`src/sv/qpmm_pkg.sv`:
```
// shared constants and types for the plus-frame quadrotor motor mixer
package qpmm_pkg;

    localparam int DATA_WIDTH_DEF    = 16;
    localparam int TORQUE_GAIN_W     = 16;
    localparam int SPEED_GAIN_W      = 24;
    localparam int CFG_INDEX_W       = 2;
    localparam int CFG_DATA_W        = 24;
    localparam int QUEUE_DEPTH       = 4;
    localparam int ROTORS            = 4;
    localparam int THRUST_SHIFT      = 10;
    localparam int RAD_SHIFT         = 12;
    localparam int ROUND_SHIFT       = 20;

    localparam logic [TORQUE_GAIN_W-1:0] TORQUE_GAIN_RESET = 16'd12047;
    localparam logic [SPEED_GAIN_W-1:0]  SPEED_GAIN_RESET  = 24'd87557;

    typedef logic [CFG_INDEX_W-1:0] t_cfg_index;

    localparam t_cfg_index CFG_TORQUE_GAIN = 2'd0;
    localparam t_cfg_index CFG_SPEED_GAIN  = 2'd1;

    // rotor lanes in result order
    localparam int LANE_FRONT = 0;
    localparam int LANE_LEFT  = 1;
    localparam int LANE_BACK  = 2;
    localparam int LANE_RIGHT = 3;

endpackage

```
`src/sv/qpmm_queue.sv`:
```
// short fifo between the front end and the square root pipeline
module qpmm_queue #(
    parameter int WIDTH = 8,
    parameter int DEPTH = 4
) (
    input  logic                       i_clk,
    input  logic                       i_rst_n,
    input  logic                       i_push,
    input  logic [WIDTH-1:0]           i_data,
    input  logic                       i_pop,
    output logic                       o_valid,
    output logic [WIDTH-1:0]           o_data,
    output logic [$clog2(DEPTH+1)-1:0] o_count
);
    import qpmm_pkg::*;

    localparam int AW = (DEPTH > 1) ? $clog2(DEPTH) : 1;
    localparam int CW = $clog2(DEPTH + 1);

    logic [WIDTH-1:0] r_mem [DEPTH];
    logic [AW-1:0]    r_wptr;
    logic [AW-1:0]    r_rptr;
    logic [CW-1:0]    r_count;
    logic             do_push;
    logic             do_pop;

    assign do_push = i_push && (r_count != CW'(DEPTH));
    assign do_pop  = i_pop && (r_count != '0);

    always_ff @(posedge i_clk) begin
        if (!i_rst_n) begin
            r_wptr  <= '0;
            r_rptr  <= '0;
            r_count <= '0;
        end else begin
            if (do_push) begin
                r_wptr <= (r_wptr == AW'(DEPTH - 1)) ? '0 : r_wptr + 1'b1;
            end
            if (do_pop) begin
                r_rptr <= (r_rptr == AW'(DEPTH - 1)) ? '0 : r_rptr + 1'b1;
            end
            r_count <= r_count + CW'(do_push) - CW'(do_pop);
        end
    end

    always_ff @(posedge i_clk) begin
        if (do_push) begin
            r_mem[r_wptr] <= i_data;
        end
    end

    assign o_valid = r_count != '0;
    assign o_data  = r_mem[r_rptr];
    assign o_count = r_count;

endmodule

```
`config.mk`:
```
export PLATFORM = sky130hd
export DESIGN_NAME = qpmm_queue
export DESIGN_NICKNAME = d
export VERILOG_FILES = /design/src/sv/qpmm_pkg.sv /design/src/sv/qpmm_queue.sv
export SDC_FILE = /design/constraint.sdc
export NUM_CORES = 1
export LEC_CHECK = 0
export BUFFER_PORTS_ARGS = -buffer_cell sky130_fd_sc_hd__clkbuf_2
export CAP_MARGIN = 10
export CORE_MARGIN = 5
export CORE_UTILIZATION = 49
export CTS_CLUSTER_DIAMETER = 100
export DETAILED_ROUTE_END_ITERATION = 7
export PLACE_DENSITY = 0.73
export SLEW_MARGIN = 20
export SYNTH_ARGS = -nofsm -noshare
export SYNTH_HDL_FRONTEND = slang
export SYNTH_SLANG_ARGS = --single-unit
```
`constraint.sdc`:
```
create_clock -name i_clk -period 2.24 [get_ports i_clk]
set_input_delay 0.56 -clock i_clk [delete_from_list [all_inputs] [get_ports i_clk]]
set_output_delay 0.56 -clock i_clk [all_outputs]
set_load 0.02 [all_outputs]
```
# Word-level counts from Yosys, hierarchy flattened
# Memory sizes are Yosys's and may differ from the RTL's. A register that Yosys moved wholly into a read port is not among the register bits.
# Cells that the tools add are included.
[totals]
output_inout_bits = 12
ff_bits = 7
memories = 1
in_bits = 12
wordCells = 20
ramBits = 32
[mem_list]
columns = ["name", "words", "width", "rd", "rd_ports_with_merged_regs", "write_ports", "line_no", "text"]
rows = [
  ["r_mem", 4, 8, 1, 1, 1, "qpmm_queue.sv:20", "logic [WIDTH-1:0] r_mem [DEPTH];"],
]
[classes]
n_reduce_logical = 3
n_eq_ne = 3
add_sub_neg = 4
mux = 6
[op_table]
columns = ["operator", "n"]
rows = [
  ["2-bit 2-to-1 mux", 4],
  ["2-bit by 1-bit adder with 2-bit output, second input constant", 2],
  ["2-bit == test, second input constant", 2],
  ["3-bit by 1-bit adder with 3-bit output", 1],
  ["3-bit inequality test, second input constant", 1],
  ["3-bit nonzero test", 1],
  ["3-bit by 1-bit subtractor with 3-bit output", 1],
  ["1-bit logical AND", 2],
  ["1-bit 2-to-1 mux", 2],
]

# Logic depth before layout (Yosys ltp)
[logic_depth]
depth_word = 4
mapped_depth = 11

# Worst setup path after synthesis
# OpenSTA, ideal clock, no wires.
[synth_timing]
path_type = "reg-to-reg"
start = "register r_count[2] (netlist: o_count[2])"
end = "register r_count[2] (netlist: o_count[2])"
path_slack_ns = -0.206
arrival_time_ns = 2.331
required_ns = 2.125
path_stages_with_launch = 12
cell_sequence = "dfxtp_1 -> or3b_4 -> and2_4 -> inv_1 -> ha_1 -> inv_1 -> ha_1 -> inv_1 -> fa_1 -> xnor2_1 -> xnor2_1 -> and2_1"
[synth_via]
elab_chain_cells = 4
[synth_lines]
columns = ["element", "line_no", "text"]
rows = [
  ["start, declared", "qpmm_queue.sv:23", "logic [CW-1:0] r_count;"],
  ["start signal, assigned", "qpmm_queue.sv:42", "r_count <= r_count + CW'(do_push) - CW'(do_pop);"],
  ["3-bit inequality test", "qpmm_queue.sv:27", "assign do_push = i_push && (r_count != CW'(DEPTH));"],
  ["1-bit logical AND", "qpmm_queue.sv:27", ""],
  ["3-bit by 1-bit adder with 3-bit output", "qpmm_queue.sv:42", ""],
  ["3-bit by 1-bit subtractor with 3-bit output *", "qpmm_queue.sv:42", ""],
]
# Every way passes the cells marked *; elsewhere a longest branch is shown, timed or not.
# A chain may end at the register's enable or synchronous reset.

# Worst setup path in the final report
# Ends and elaborated chain as after synthesis.

==> metrics.yaml <==
clkTransAtPathRegs_ns: 0.12
dieArea_um2: 4590
initialDrtViolationCount: 42
initial_core_util_pct: 49.7
grt.overflow.total: 0
n_antenna_cell: 0
core-area_um2: 3280
port_buffers: 23
drv_cap: 0
synthFlopType: "edfxtp_1"
placementRows: 21
syn_nets: 113
first_pass_iters: 3
power.total_w: 0.00230
hp-class: "in -> reg"
final_cell_area_um2: 2010
cts_buffers: 5
wl_per_cell_um: 15.2
drive_gt1_share_pct: 50.4
worstHoldStart: "i_data[7]"
min_to: "r_mem[0][7]$_DFFE_PP_"
root_buffer: "clkbuf_4"
fmax_mhz: 451
max_slew_margin_pct: 72.6
avgSynthCellArea_um2: 17.6
synth_area_leaders: "edfxtp_1, dfxtp_1, mux4_2"
finClkSkew_ns: 0.00963
netlist-cell-type-count: 23
endpoint_kind: "register"
num_io_pins: 24
pwr_density_cell_nw_per_um2: 1150
worstReg2RegEnd: "o_count[2]$_SDFF_PN0_"
cts_tree: "done"
synth_top_area_share_pct: 58.9
crit_start: "o_count[2]$_SDFF_PN0_"
gp_congestion: 0.804
r2r_cells: 11
rsz0062_at_grt: "yes"
r2r_slack_ns: 0.02
finalNonFillerCells: 175
grt.total_usage_pct: 13.6
nets: 148
worstSkewPairLatency_ns: 0.34
dieWidth_um: 67.7
dpl_cell_area_um2: 1870
avgViaCountPerCell: 5.01
synth.most_common_cell: "edfxtp_1"
fill_cells: 240
drc: 0
tightest_slew_ns: 0.411
start_kind: "register"
leakage_nw: 0.760
slew_viol_final: 0
yosysTopAreaCell: "edfxtp_1"
hpwl_um: 1960
clockBufferDepth: 2
grt_max_degree: 14
grt_pass1_wl_um: 4290
worstSetupPathType: "reg -> reg"
grt_pass1_vias: 896
synth-edff-count: 32
netlist_area_um2: 1630
ys_async_sr_fraction_pct: 0
period_minus_slack_ns: 2.22
crit_required_ns: 2.48
min_period_over_period_pct: 99.0
netlist_instances: 93
ys_seq_elements: 41
hold_depth: 1
whs_ns: 0.423
cts.sinks: 41
cts.htree.levels: 2
worstPathArrival_ns: 2.46
setup_violations: 0
r2r_start: "o_count[2]$_SDFF_PN0_"
dp_cells: 163
vias: 876
antenna_found_initial: 0
synth_common_cells: "edfxtp_1, dfxtp_1, mux4_2"
peakVddDrop_mv: 0.615
status: "finished, final reports clean"
yosysWarnings: 0
wl_um: 2660
ant_nets: 0
path_max_fanout: 4
area_growth_pct: 23.0
post-route-util_pct: 61.1
die_h_um: 67.7
hold_viol: 0
yosysSeqAreaShare_pct: 69.9
## kinds of logic after synthesis
logic type	Yosys count	synth area share (%)
fa+ha+maj	8	6.59
xor+xnor	2	1.07
mux	9	11.6
flops	41	69.9
simple gates	20	7.28
buf+inv	9	2.14
compound gates	4	1.38
## routing by layer
| layer | part of all wire [%] | global-route usage [%] |
|---|---|---|
| met5 | 0 | 0 |
| met4 | 1.1 | 6.84 |
| met3 | 4.8 | 3.83 |
| met2 | 53 | 22.6 |
| met1 | 41 | 16.1 |
## cell type report
class	count	area (um^2)	share of cell area, %
Clock buffer	5	37.5	1.87
Clock inverter	3	65.1	3.24
Inverter	6	22.5	1.12
Multi-Input combinational cell	43	497	24.7
Sequential cell	41	1150	57.3
Tap cell	46	57.6	2.87
Timing Repair Buffer	31	179	8.91
## critical path: stages (launching register included)
cell	delay, ns
dfxtp_4	0.38
or3b_4	0.38
and2_4	0.16
inv_2	0.06
ha_4	0.19
inv_2	0.06
ha_4	0.11
inv_2	0.03
fa_2	0.35
xnor2_2	0.15
xnor2_1	0.12
and2_1	0.14
## sequential cells by signal, indices dropped and copies added (netlist names), named ones only
register and count:
r_mem 32, o_count 3, r_rptr 2, r_wptr 2
## worst max-delay path by stage
| stage | endpoint | slack, ns | cells after the start |
|---|---|---|---|
| global route | o_count[2]$_SDFF_PN0_ | -0.04 | 11 |
| finish | o_count[2]$_SDFF_PN0_ | 0.02 | 11 |
| floorplan | o_count[2]$_SDFF_PN0_ | -0.005 | 11 |
| CTS | o_count[2]$_SDFF_PN0_ | 0.01 | 11 |
| detailed placement | o_count[2]$_SDFF_PN0_ | -0.02 | 11 |
| global placement | o_count[2]$_SDFF_PN0_ | 0.04 | 11 |
## power by group
part | internal, W | switching, W | leakage, nW | total [W]
Clock | 0.000346 | 0.000230 | 0.0552 | 0.000576
Sequential | 0.000937 | 0.0000601 | 0.369 | 0.000997
Combinational | 0.000354 | 0.000373 | 0.336 | 0.000727
Total | 0.00164 | 0.000663 | 0.760 | 0.00230
## through the flow
| step | setup slack (ns) | TNS, ns |
|---|---|---|
| floorplan | -0.00522 | -0.00522 |
| global placement | 0.0366 | 0 |
| detailed placement | -0.0196 | -0.0196 |
| CTS | 0.0142 | 0 |
| global route | -0.0442 | -0.0442 |
| finish | 0.0225 | 0 |
## what timing repair did
| action | in CTS | in global routing |
|---|---|---|
| cloned | 0 | 0 |
| hold buffers | 0 | 0 |
| buffers inserted | 3 | 1 |
| pin swaps | 1 | 0 |
| endpoints found under the setup margin | 1 | 2 |
| gates resized for setup | 0 | 2 |
| hold endpoints to repair | 0 | 0 |
## layout by cell type, fill, tap and decap left out, drive strengths merged
cell	count
edfxtp	32
clkbuf	28
dfxtp	9
mux4	8
buf	8
ha	7
inv	6
nand2	5
and3	4
o21ai	3
and2	3
nor2	2
nand3	2
bufinv	2
xnor2	2
or3b	1
o31ai	1
or3	1
nand4	1
nor2b	1
mux2i	1
fa	1
clkinv	1
(Power assumes the default switching activity.)
