==> config.mk <==
export PLATFORM = sky130hd
export DESIGN_NAME = qpmm_front
export DESIGN_NICKNAME = d
export VERILOG_FILES = /design/src/sv/qpmm_pkg.sv /design/src/sv/qpmm_front.sv
export SDC_FILE = /design/constraint.sdc
export NUM_CORES = 2
export LEC_CHECK = 0
export ABC_AREA = 1
export BUFFER_PORTS_ARGS = -buffer_cell sky130_fd_sc_hd__buf_2
export CORE_UTILIZATION = 45
export DETAILED_ROUTE_END_ITERATION = 10
export PLACE_DENSITY = 0.7
export SKIP_LAST_GASP = 1
export SYNTH_ARGS = -nofsm -noshare
export SYNTH_HDL_FRONTEND = slang
export SYNTH_SLANG_ARGS = --single-unit
==> constraint.sdc <==
create_clock -name i_clk -period 7 [get_ports i_clk]
set_input_delay 1.4 -clock i_clk [delete_from_list [all_inputs] [get_ports i_clk]]
set_output_delay 1.4 -clock i_clk [all_outputs]
set_load 0.005 [all_outputs]
==> src/sv/qpmm_pkg.sv <==
// shared constants and types for the plus-frame quadrotor motor mixer
package qpmm_pkg;

    localparam int DATA_WIDTH_DEF    = 16;
    localparam int TORQUE_GAIN_W     = 16;
    localparam int SPEED_GAIN_W      = 24;
    localparam int CFG_INDEX_W       = 2;
    localparam int CFG_DATA_W        = 24;
    localparam int QUEUE_DEPTH       = 4;
    localparam int ROTORS            = 4;
    localparam int THRUST_SHIFT      = 10;
    localparam int RAD_SHIFT         = 12;
    localparam int ROUND_SHIFT       = 20;

    localparam logic [TORQUE_GAIN_W-1:0] TORQUE_GAIN_RESET = 16'd12047;
    localparam logic [SPEED_GAIN_W-1:0]  SPEED_GAIN_RESET  = 24'd87557;

    typedef logic [CFG_INDEX_W-1:0] t_cfg_index;

    localparam t_cfg_index CFG_TORQUE_GAIN = 2'd0;
    localparam t_cfg_index CFG_SPEED_GAIN  = 2'd1;

    // rotor lanes in result order
    localparam int LANE_FRONT = 0;
    localparam int LANE_LEFT  = 1;
    localparam int LANE_BACK  = 2;
    localparam int LANE_RIGHT = 3;

endpackage

==> src/sv/qpmm_front.sv <==
// front end: takes commands, forms the four rotor thrusts and flags negative ones
module qpmm_front #(
    parameter int DATA_WIDTH = 16
) (
    input  logic                                  i_clk,
    input  logic                                  i_rst_n,
    input  logic                                  i_valid,
    output logic                                  o_stall,
    input  logic [DATA_WIDTH-1:0]                 i_total_thrust,
    input  logic signed [DATA_WIDTH-1:0]          i_roll_torque,
    input  logic signed [DATA_WIDTH-1:0]          i_pitch_torque,
    input  logic [qpmm_pkg::TORQUE_GAIN_W-1:0]    i_torque_gain,
    input  logic [$clog2(qpmm_pkg::QUEUE_DEPTH+1)-1:0] i_queue_count,
    output logic                                  o_push,
    output logic [qpmm_pkg::ROTORS-1:0][DATA_WIDTH+15:0] o_thrust,
    output logic                                  o_low
);
    import qpmm_pkg::*;

    localparam int FW = DATA_WIDTH + 16;
    localparam int SW = FW + 1;
    localparam int CW = $clog2(QUEUE_DEPTH + 1);

    logic                  r_vld;
    logic [DATA_WIDTH-1:0] r_thrust;
    logic signed [FW-1:0]  r_roll;
    logic signed [FW-1:0]  r_pitch;

    logic                  accept;
    logic [CW+1:0]         occupancy;
    logic signed [FW:0]    roll_prod;
    logic signed [FW:0]    pitch_prod;
    logic signed [SW-1:0]  q_ext;
    logic signed [SW-1:0]  roll_ext;
    logic signed [SW-1:0]  pitch_ext;
    logic [ROTORS-1:0][SW-1:0] sums;
    logic [ROTORS-1:0]     neg;

    // credit: items in flight plus queued must fit the queue
    assign occupancy = (CW+2)'(i_queue_count) + (CW+2)'(r_vld);
    assign o_stall   = occupancy >= (CW+2)'(QUEUE_DEPTH);
    assign accept    = i_valid && !o_stall;

    assign roll_prod  = i_roll_torque * $signed({1'b0, i_torque_gain});
    assign pitch_prod = i_pitch_torque * $signed({1'b0, i_torque_gain});

    always_ff @(posedge i_clk) begin
        if (!i_rst_n) begin
            r_vld <= 1'b0;
        end else begin
            r_vld <= accept;
        end
    end

    always_ff @(posedge i_clk) begin
        if (accept) begin
            r_thrust <= i_total_thrust;
            r_roll   <= roll_prod[FW-1:0];
            r_pitch  <= pitch_prod[FW-1:0];
        end
    end

    assign q_ext     = $signed(SW'({r_thrust, {THRUST_SHIFT{1'b0}}}));
    assign roll_ext  = $signed({r_roll[FW-1], r_roll});
    assign pitch_ext = $signed({r_pitch[FW-1], r_pitch});

    assign sums[LANE_FRONT] = q_ext - pitch_ext;
    assign sums[LANE_LEFT]  = q_ext + roll_ext;
    assign sums[LANE_BACK]  = q_ext + pitch_ext;
    assign sums[LANE_RIGHT] = q_ext - roll_ext;

    always_comb begin
        for (int l = 0; l < ROTORS; l++) begin
            neg[l] = sums[l][SW-1];
            o_thrust[l] = neg[l] ? '0 : sums[l][FW-1:0];
        end
    end

    assign o_push = r_vld;
    assign o_low  = |neg;

endmodule

# Yosys cells after proc, flatten, opt, wreduce, memory -nomap -nowiden
# Cells that the tools add are included.
# op_classes
n_mul	2
mux	4
addsub	5
n_lt_le_gt_ge	1
n_reduce_logical	3
# ops
cell	n
2-to-1 mux 32 bit	4
adder 27 x 32 -> 33 bit	2
subtractor 27 x 32 -> 33 bit	2
multiplier 16 x 17 -> 32 bit	2
adder 3 x 1 -> 4 bit	1
greater-or-equal comparator 4 x 3 -> 1 bit, second input constant	1
OR reduction 4 bit	1
logical AND 1 bit	1
zero test 1 bit	1
# word_totals
in_bits	70
word_cells	19
reg_bits	81
out_inout_bits	131

# Logic depth before layout (Yosys ltp)
# logic_depth
word_depth	4
ltp_mapped	25
ltp_nobuf	23

# Least setup slack after synthesis
# OpenSTA, ideal clock, no wires.
# synth_path
path_type	input to register
startpoint	input port i_roll_torque[7]
endpoint	register r_roll[31] (data pin)
arrival_ns	6.171
setup_slack_ns	0.577
required_time_ns	6.748
path_stages	22
setup_time_ns	0.252
path_cell_list	clkbuf_1 clkbuf_1 nand2_1 fa_1 inv_1 fa_1 inv_1 fa_1 inv_1 fa_1 fa_1 inv_1 fa_1 inv_1 ha_1 a21oi_1 a21boi_0 nand2_1 nand2_1 nand2_1 nand2_1 nand2_1
# synth_between
elab_chain_len	1
# synth_rtl
element	line	source
start: declaration	qpmm_front.sv:10	input logic signed [DATA_WIDTH-1:0] i_roll_torque,
multiplier 16 x 17 -> 32 bit	qpmm_front.sv:44	assign roll_prod = i_roll_torque * $signed({1'b0, i_torque_gain});
net roll_prod[31]	qpmm_front.sv:31	logic signed [FW:0] roll_prod;
end signal: assignment	qpmm_front.sv:58	r_roll <= roll_prod[FW-1:0];
end: declaration	qpmm_front.sv:26	logic signed [FW-1:0] r_roll;
# The timed path passes the listed nets, and every way through them passes these cells.
# A chain may end at the register's enable or synchronous reset.

# Worst setup path in the final report
# layout_path
startpoint	input port i_torque_gain[5] (netlist name)
endpoint	register r_pitch[30] (data pin)
# layout_between
elab_chain_len	1
# layout_rtl
element	line	source
start: declaration	qpmm_front.sv:12	input logic [qpmm_pkg::TORQUE_GAIN_W-1:0] i_torque_gain,
multiplier 16 x 17 -> 32 bit	qpmm_front.sv:45	assign pitch_prod = i_pitch_torque * $signed({1'b0, i_torque_gain});
net pitch_prod[30]	qpmm_front.sv:32	logic signed [FW:0] pitch_prod;
end signal: assignment	qpmm_front.sv:59	r_pitch <= pitch_prod[FW-1:0];
end: declaration	qpmm_front.sv:27	logic signed [FW-1:0] r_pitch;
# The timed path passes the listed nets, and every way through them passes these cells.

==> results.rst <==
.. list-table::
   :header-rows: 1

   * - Metric
     - Value
   * - Core Box Area
     - 61700 sq um
   * - Area grow syn2layout
     - 7.40%
   * - Setup repair after global routing missed its margin
     - false
   * - CTS root buf
     - sky130_fd_sc_hd__clkbuf_16
   * - Ys flop type
     - sky130_fd_sc_hd__edfxtp_1
   * - Fillcell total
     - 6411
   * - Number of antenna violations at the first check in global routing
     - 2
   * - Clock slew at the register clock pins of the worst setup and hold paths
     - 0.08 ns
   * - Final global-route overflow total
     - 0
   * - Routability congestion estimate
     - 0.998
   * - Compound-gate portion of the synthesized area
     - 4.08%
   * - Mean routed wirelength per cell
     - 15.9 um
   * - Wire length of the first global-routing pass
     - 131 mm
   * - Count of cells along the worst register-to-register path
     - 3
   * - Sequential element share of the synthesized area
     - 8.61%
   * - Min-Delay Startpoint
     - o_push
   * - Number of vias in the routed layout
     - 25800
   * - H-tree lvl count
     - 3
   * - Worst-path fanout max
     - 32
   * - Synth top area cells
     - sky130_fd_sc_hd__fa_1 (28%), sky130_fd_sc_hd__nand2_1 (16%), sky130_fd_sc_hd__inv_1 (15%)
   * - Vert. Die Dim
     - 252 um
   * - Cell types with the highest counts after synthesis
     - sky130_fd_sc_hd__nand2_1 (1232), sky130_fd_sc_hd__inv_1 (1148), sky130_fd_sc_hd__fa_1 (390)
   * - Post-CTS setup buffer count
     - 0
   * - Remaining routing DRC violations
     - 0
   * - Number of gates resized after CTS
     - 0
   * - Global-route usage over all layers
     - 26.1%
   * - Clock latency on the worst-skew pair
     - 0.38 ns
   * - Run status
     - finished, final reports clean
   * - Share of synthesized flip-flops with an asynchronous set or reset
     - 0%
   * - Via count of the first global-routing pass
     - 24800
   * - Detailed Route Iter0 Violations
     - 2008
   * - Count of cells along the worst hold path
     - 2
   * - Layout Nets
     - 5054
   * - Slew at the pin closest to its max-slew limit
     - 1.04 ns
   * - Share of the cycle needed by the critical path after routing
     - 93.8%
   * - Average vias per placed instance
     - 5.02
   * - Required time of the critical path
     - 7.12 ns
   * - Period minus WS final
     - 6.57 ns
   * - Share of synthesized area spent on multiplexers
     - 0%
   * - Fin. max-slew vios
     - 0
   * - Fmax achieved
     - 0.152 GHz
   * - Destination of the worst register-to-register timing path
     - r_pitch[9]
   * - Final count of negative-setup-slack endpoints
     - 0
   * - Die area
     - 63500 sq um
   * - Synth warnings
     - 0
   * - Post-Synth Adder-Cell Area
     - 41.1%
   * - Die width
     - 252 um
   * - CTS Buf Count
     - 9
   * - Count of endpoints failing hold in the final timing report
     - 0
   * - Kind of launch point of the worst setup path
     - primary input
   * - Endpoint type of the worst setup path
     - flop
   * - Synthesized netlist net count
     - 4948
   * - Total I/O pin count
     - 201
   * - Estimated wirelength of the detail-placed design
     - 68.6 mm
   * - Final TNS setup
     - 0 ns
   * - Number of detailed-routing iterations run before antenna repair
     - 6
   * - Instance count of the mapped netlist
     - 4188
   * - Total detailed-routing wirelength
     - 81.5 mm
   * - # Max-Cap Violations
     - 0
   * - Simple-gate share of the synthesized area
     - 26.8%
   * - Initial core utilization
     - 45.6%
   * - FP Rows
     - 91
   * - Post-synth cell types
     - 44
   * - Number of register bits inferred by synthesis
     - 81
   * - Arrival time at the worst endpoint
     - 6.68 ns
   * - Share of final-layout standard cells stronger than drive strength 1
     - 7.33%
   * - Hold EP
     - o_push
   * - Remaining antenna violation count
     - 0
   * - Hold WC Path Type
     - flop to flop
   * - Parity-gate share of the synthesized area counting xor and xnor cells
     - 1.62%
   * - CTS hold repair buffers
     - 0
   * - Most area-hungry cell type in the Yosys netlist
     - sky130_fd_sc_hd__fa_1
   * - Worst slew margin relative to its limit
     - 30.5%
   * - Pin count of the biggest net entering global routing
     - 59
   * - Number of buffers between clock root and the deepest sink
     - 2
   * - Worst reg2reg setup slack
     - 4.66 ns
   * - Area share of the leading cell type in the synthesized netlist
     - 27.8%
   * - Post-synth EDFFs
     - 80
   * - Critical path class
     - primary input to flop
   * - Number of input and output port buffers inserted
     - 200
   * - CTS sink count
     - 81
   * - Clock tree from TritonCTS
     - done
   * - Startpoint of the worst-slack reg-to-reg timing path
     - o_push
   * - Max Clock Skew
     - 0.0117 ns
   * - Dominant combinational cell family by area after synthesis
     - adder cells
   * - Average cell area after synthesis
     - 6.72 sq um
   * - Netlist Area Pre-Place
     - 28100 sq um
   * - Cell with the most instances after synthesis
     - sky130_fd_sc_hd__nand2_1
-- per-layer routing --
layer	vias to the layer above	GRT usage, %	wire, um
met3	129	2.41	5500
met2	1004	42.9	37200
met1	12200	36.5	36500
li1	12500	-	-
met4	0	7.72	2330
met5	-	0	0
-- metrics by stage --
stage	utilization (%)	setup slack (ns)	instance area [sq um]	std cells	hold WS (ns)
3_3_place_gp	48.4	0.138	29900	5120	0.621
6_report	48.9	0.435	30200	5139	0.631
5_1_grt	48.9	0.187	30200	5136	0.686
2_1_floorplan	-	0.577	28100	4188	0.602
3_5_place_dp	48.4	0.142	29900	5120	0.627
4_1_cts	48.9	0.541	30200	5136	0.635
-- logic make-up after synthesis --
logic type	Yosys count
AOI/OAI and AO/OA	211
xor gates and xnor gates	52
adders and majority gates	690
buffers and inverters	1309
DFF	81
and+or+nand+nor	1845
-- final cells by class --
cell class / count / area [sq um] / area share (%)
diodes: 3 / 7.51 / 0.0249
clock buffers: 9 / 225 / 0.746
clock inverters: 7 / 111 / 0.369
inverters: 1168 / 4380 / 14.5
multi-input cells: 2798 / 20700 / 68.5
flip-flops and latches: 81 / 2420 / 8.02
well taps: 837 / 1050 / 3.47
repair buffers: 236 / 1310 / 4.33
-- worst max-delay path: stages --
cell	delay [ns]
sky130_fd_sc_hd__buf_2	0.59
sky130_fd_sc_hd__nand2_1	0.16
sky130_fd_sc_hd__fa_1	0.54
sky130_fd_sc_hd__inv_1	0.06
sky130_fd_sc_hd__fa_1	0.44
sky130_fd_sc_hd__fa_1	0.54
sky130_fd_sc_hd__fa_1	0.43
sky130_fd_sc_hd__fa_1	0.50
sky130_fd_sc_hd__inv_1	0.05
sky130_fd_sc_hd__fa_1	0.47
sky130_fd_sc_hd__inv_1	0.04
sky130_fd_sc_hd__ha_1	0.36
sky130_fd_sc_hd__a21oi_1	0.29
sky130_fd_sc_hd__o21ai_0	0.19
sky130_fd_sc_hd__nand2_1	0.11
sky130_fd_sc_hd__nand2_1	0.08
sky130_fd_sc_hd__a21oi_1	0.20
sky130_fd_sc_hd__nand2_1	0.07
sky130_fd_sc_hd__nand2_1	0.06
sky130_fd_sc_hd__nand2_1	0.09
-- sequential cells by signal, summed over array words and instances, names as in the netlist --
| register | flops |
|---|---|
| r_roll | 32 |
| o_push | 1 |
| r_pitch | 32 |
| r_thrust | 16 |
-- worst max-delay path by stage --
stage | startpoint | end | slack, ns
detailed placement | i_torque_gain[10] | r_pitch[30] | 0.14
floorplan | i_roll_torque[7] | r_roll[31] | 0.58
finish | i_torque_gain[5] | r_pitch[30] | 0.43
global placement | i_torque_gain[5] | r_roll[17] | 0.14
CTS | i_torque_gain[5] | r_roll[21] | 0.54
global route | i_torque_gain[5] | r_roll[19] | 0.19
-- cell usage in the layout (no fill, tap or decap), types with 3 or more instances in the layout --
| cell | n |
|---|---|
| sky130_fd_sc_hd__a21o_1 | 5 |
| sky130_fd_sc_hd__a21oi_1 | 121 |
| sky130_fd_sc_hd__a21oi_2 | 3 |
| sky130_fd_sc_hd__and2_1 | 3 |
| sky130_fd_sc_hd__buf_12 | 3 |
| sky130_fd_sc_hd__buf_2 | 200 |
| sky130_fd_sc_hd__buf_4 | 33 |
| sky130_fd_sc_hd__clkbuf_16 | 9 |
| sky130_fd_sc_hd__diode_2 | 3 |
| sky130_fd_sc_hd__edfxtp_1 | 80 |
| sky130_fd_sc_hd__fa_1 | 390 |
| sky130_fd_sc_hd__ha_1 | 300 |
| sky130_fd_sc_hd__inv_1 | 1148 |
| sky130_fd_sc_hd__inv_2 | 20 |
| sky130_fd_sc_hd__nand2_1 | 1232 |
| sky130_fd_sc_hd__nand2_2 | 7 |
| sky130_fd_sc_hd__nand3_1 | 215 |
| sky130_fd_sc_hd__nand3_2 | 4 |
| sky130_fd_sc_hd__nand3b_1 | 3 |
| sky130_fd_sc_hd__nand4_1 | 42 |
| sky130_fd_sc_hd__nor2_1 | 278 |
| sky130_fd_sc_hd__nor2_2 | 12 |
| sky130_fd_sc_hd__nor3_1 | 31 |
| sky130_fd_sc_hd__o211ai_1 | 3 |
| sky130_fd_sc_hd__o21ai_0 | 54 |
| sky130_fd_sc_hd__o21bai_1 | 12 |
| sky130_fd_sc_hd__or2_2 | 7 |
| sky130_fd_sc_hd__xnor2_1 | 7 |
| sky130_fd_sc_hd__xor2_1 | 45 |
Power is left out: the tool's default activity adds up to more than one toggle a clock period on the data nets, which glitch-free logic cannot reach.
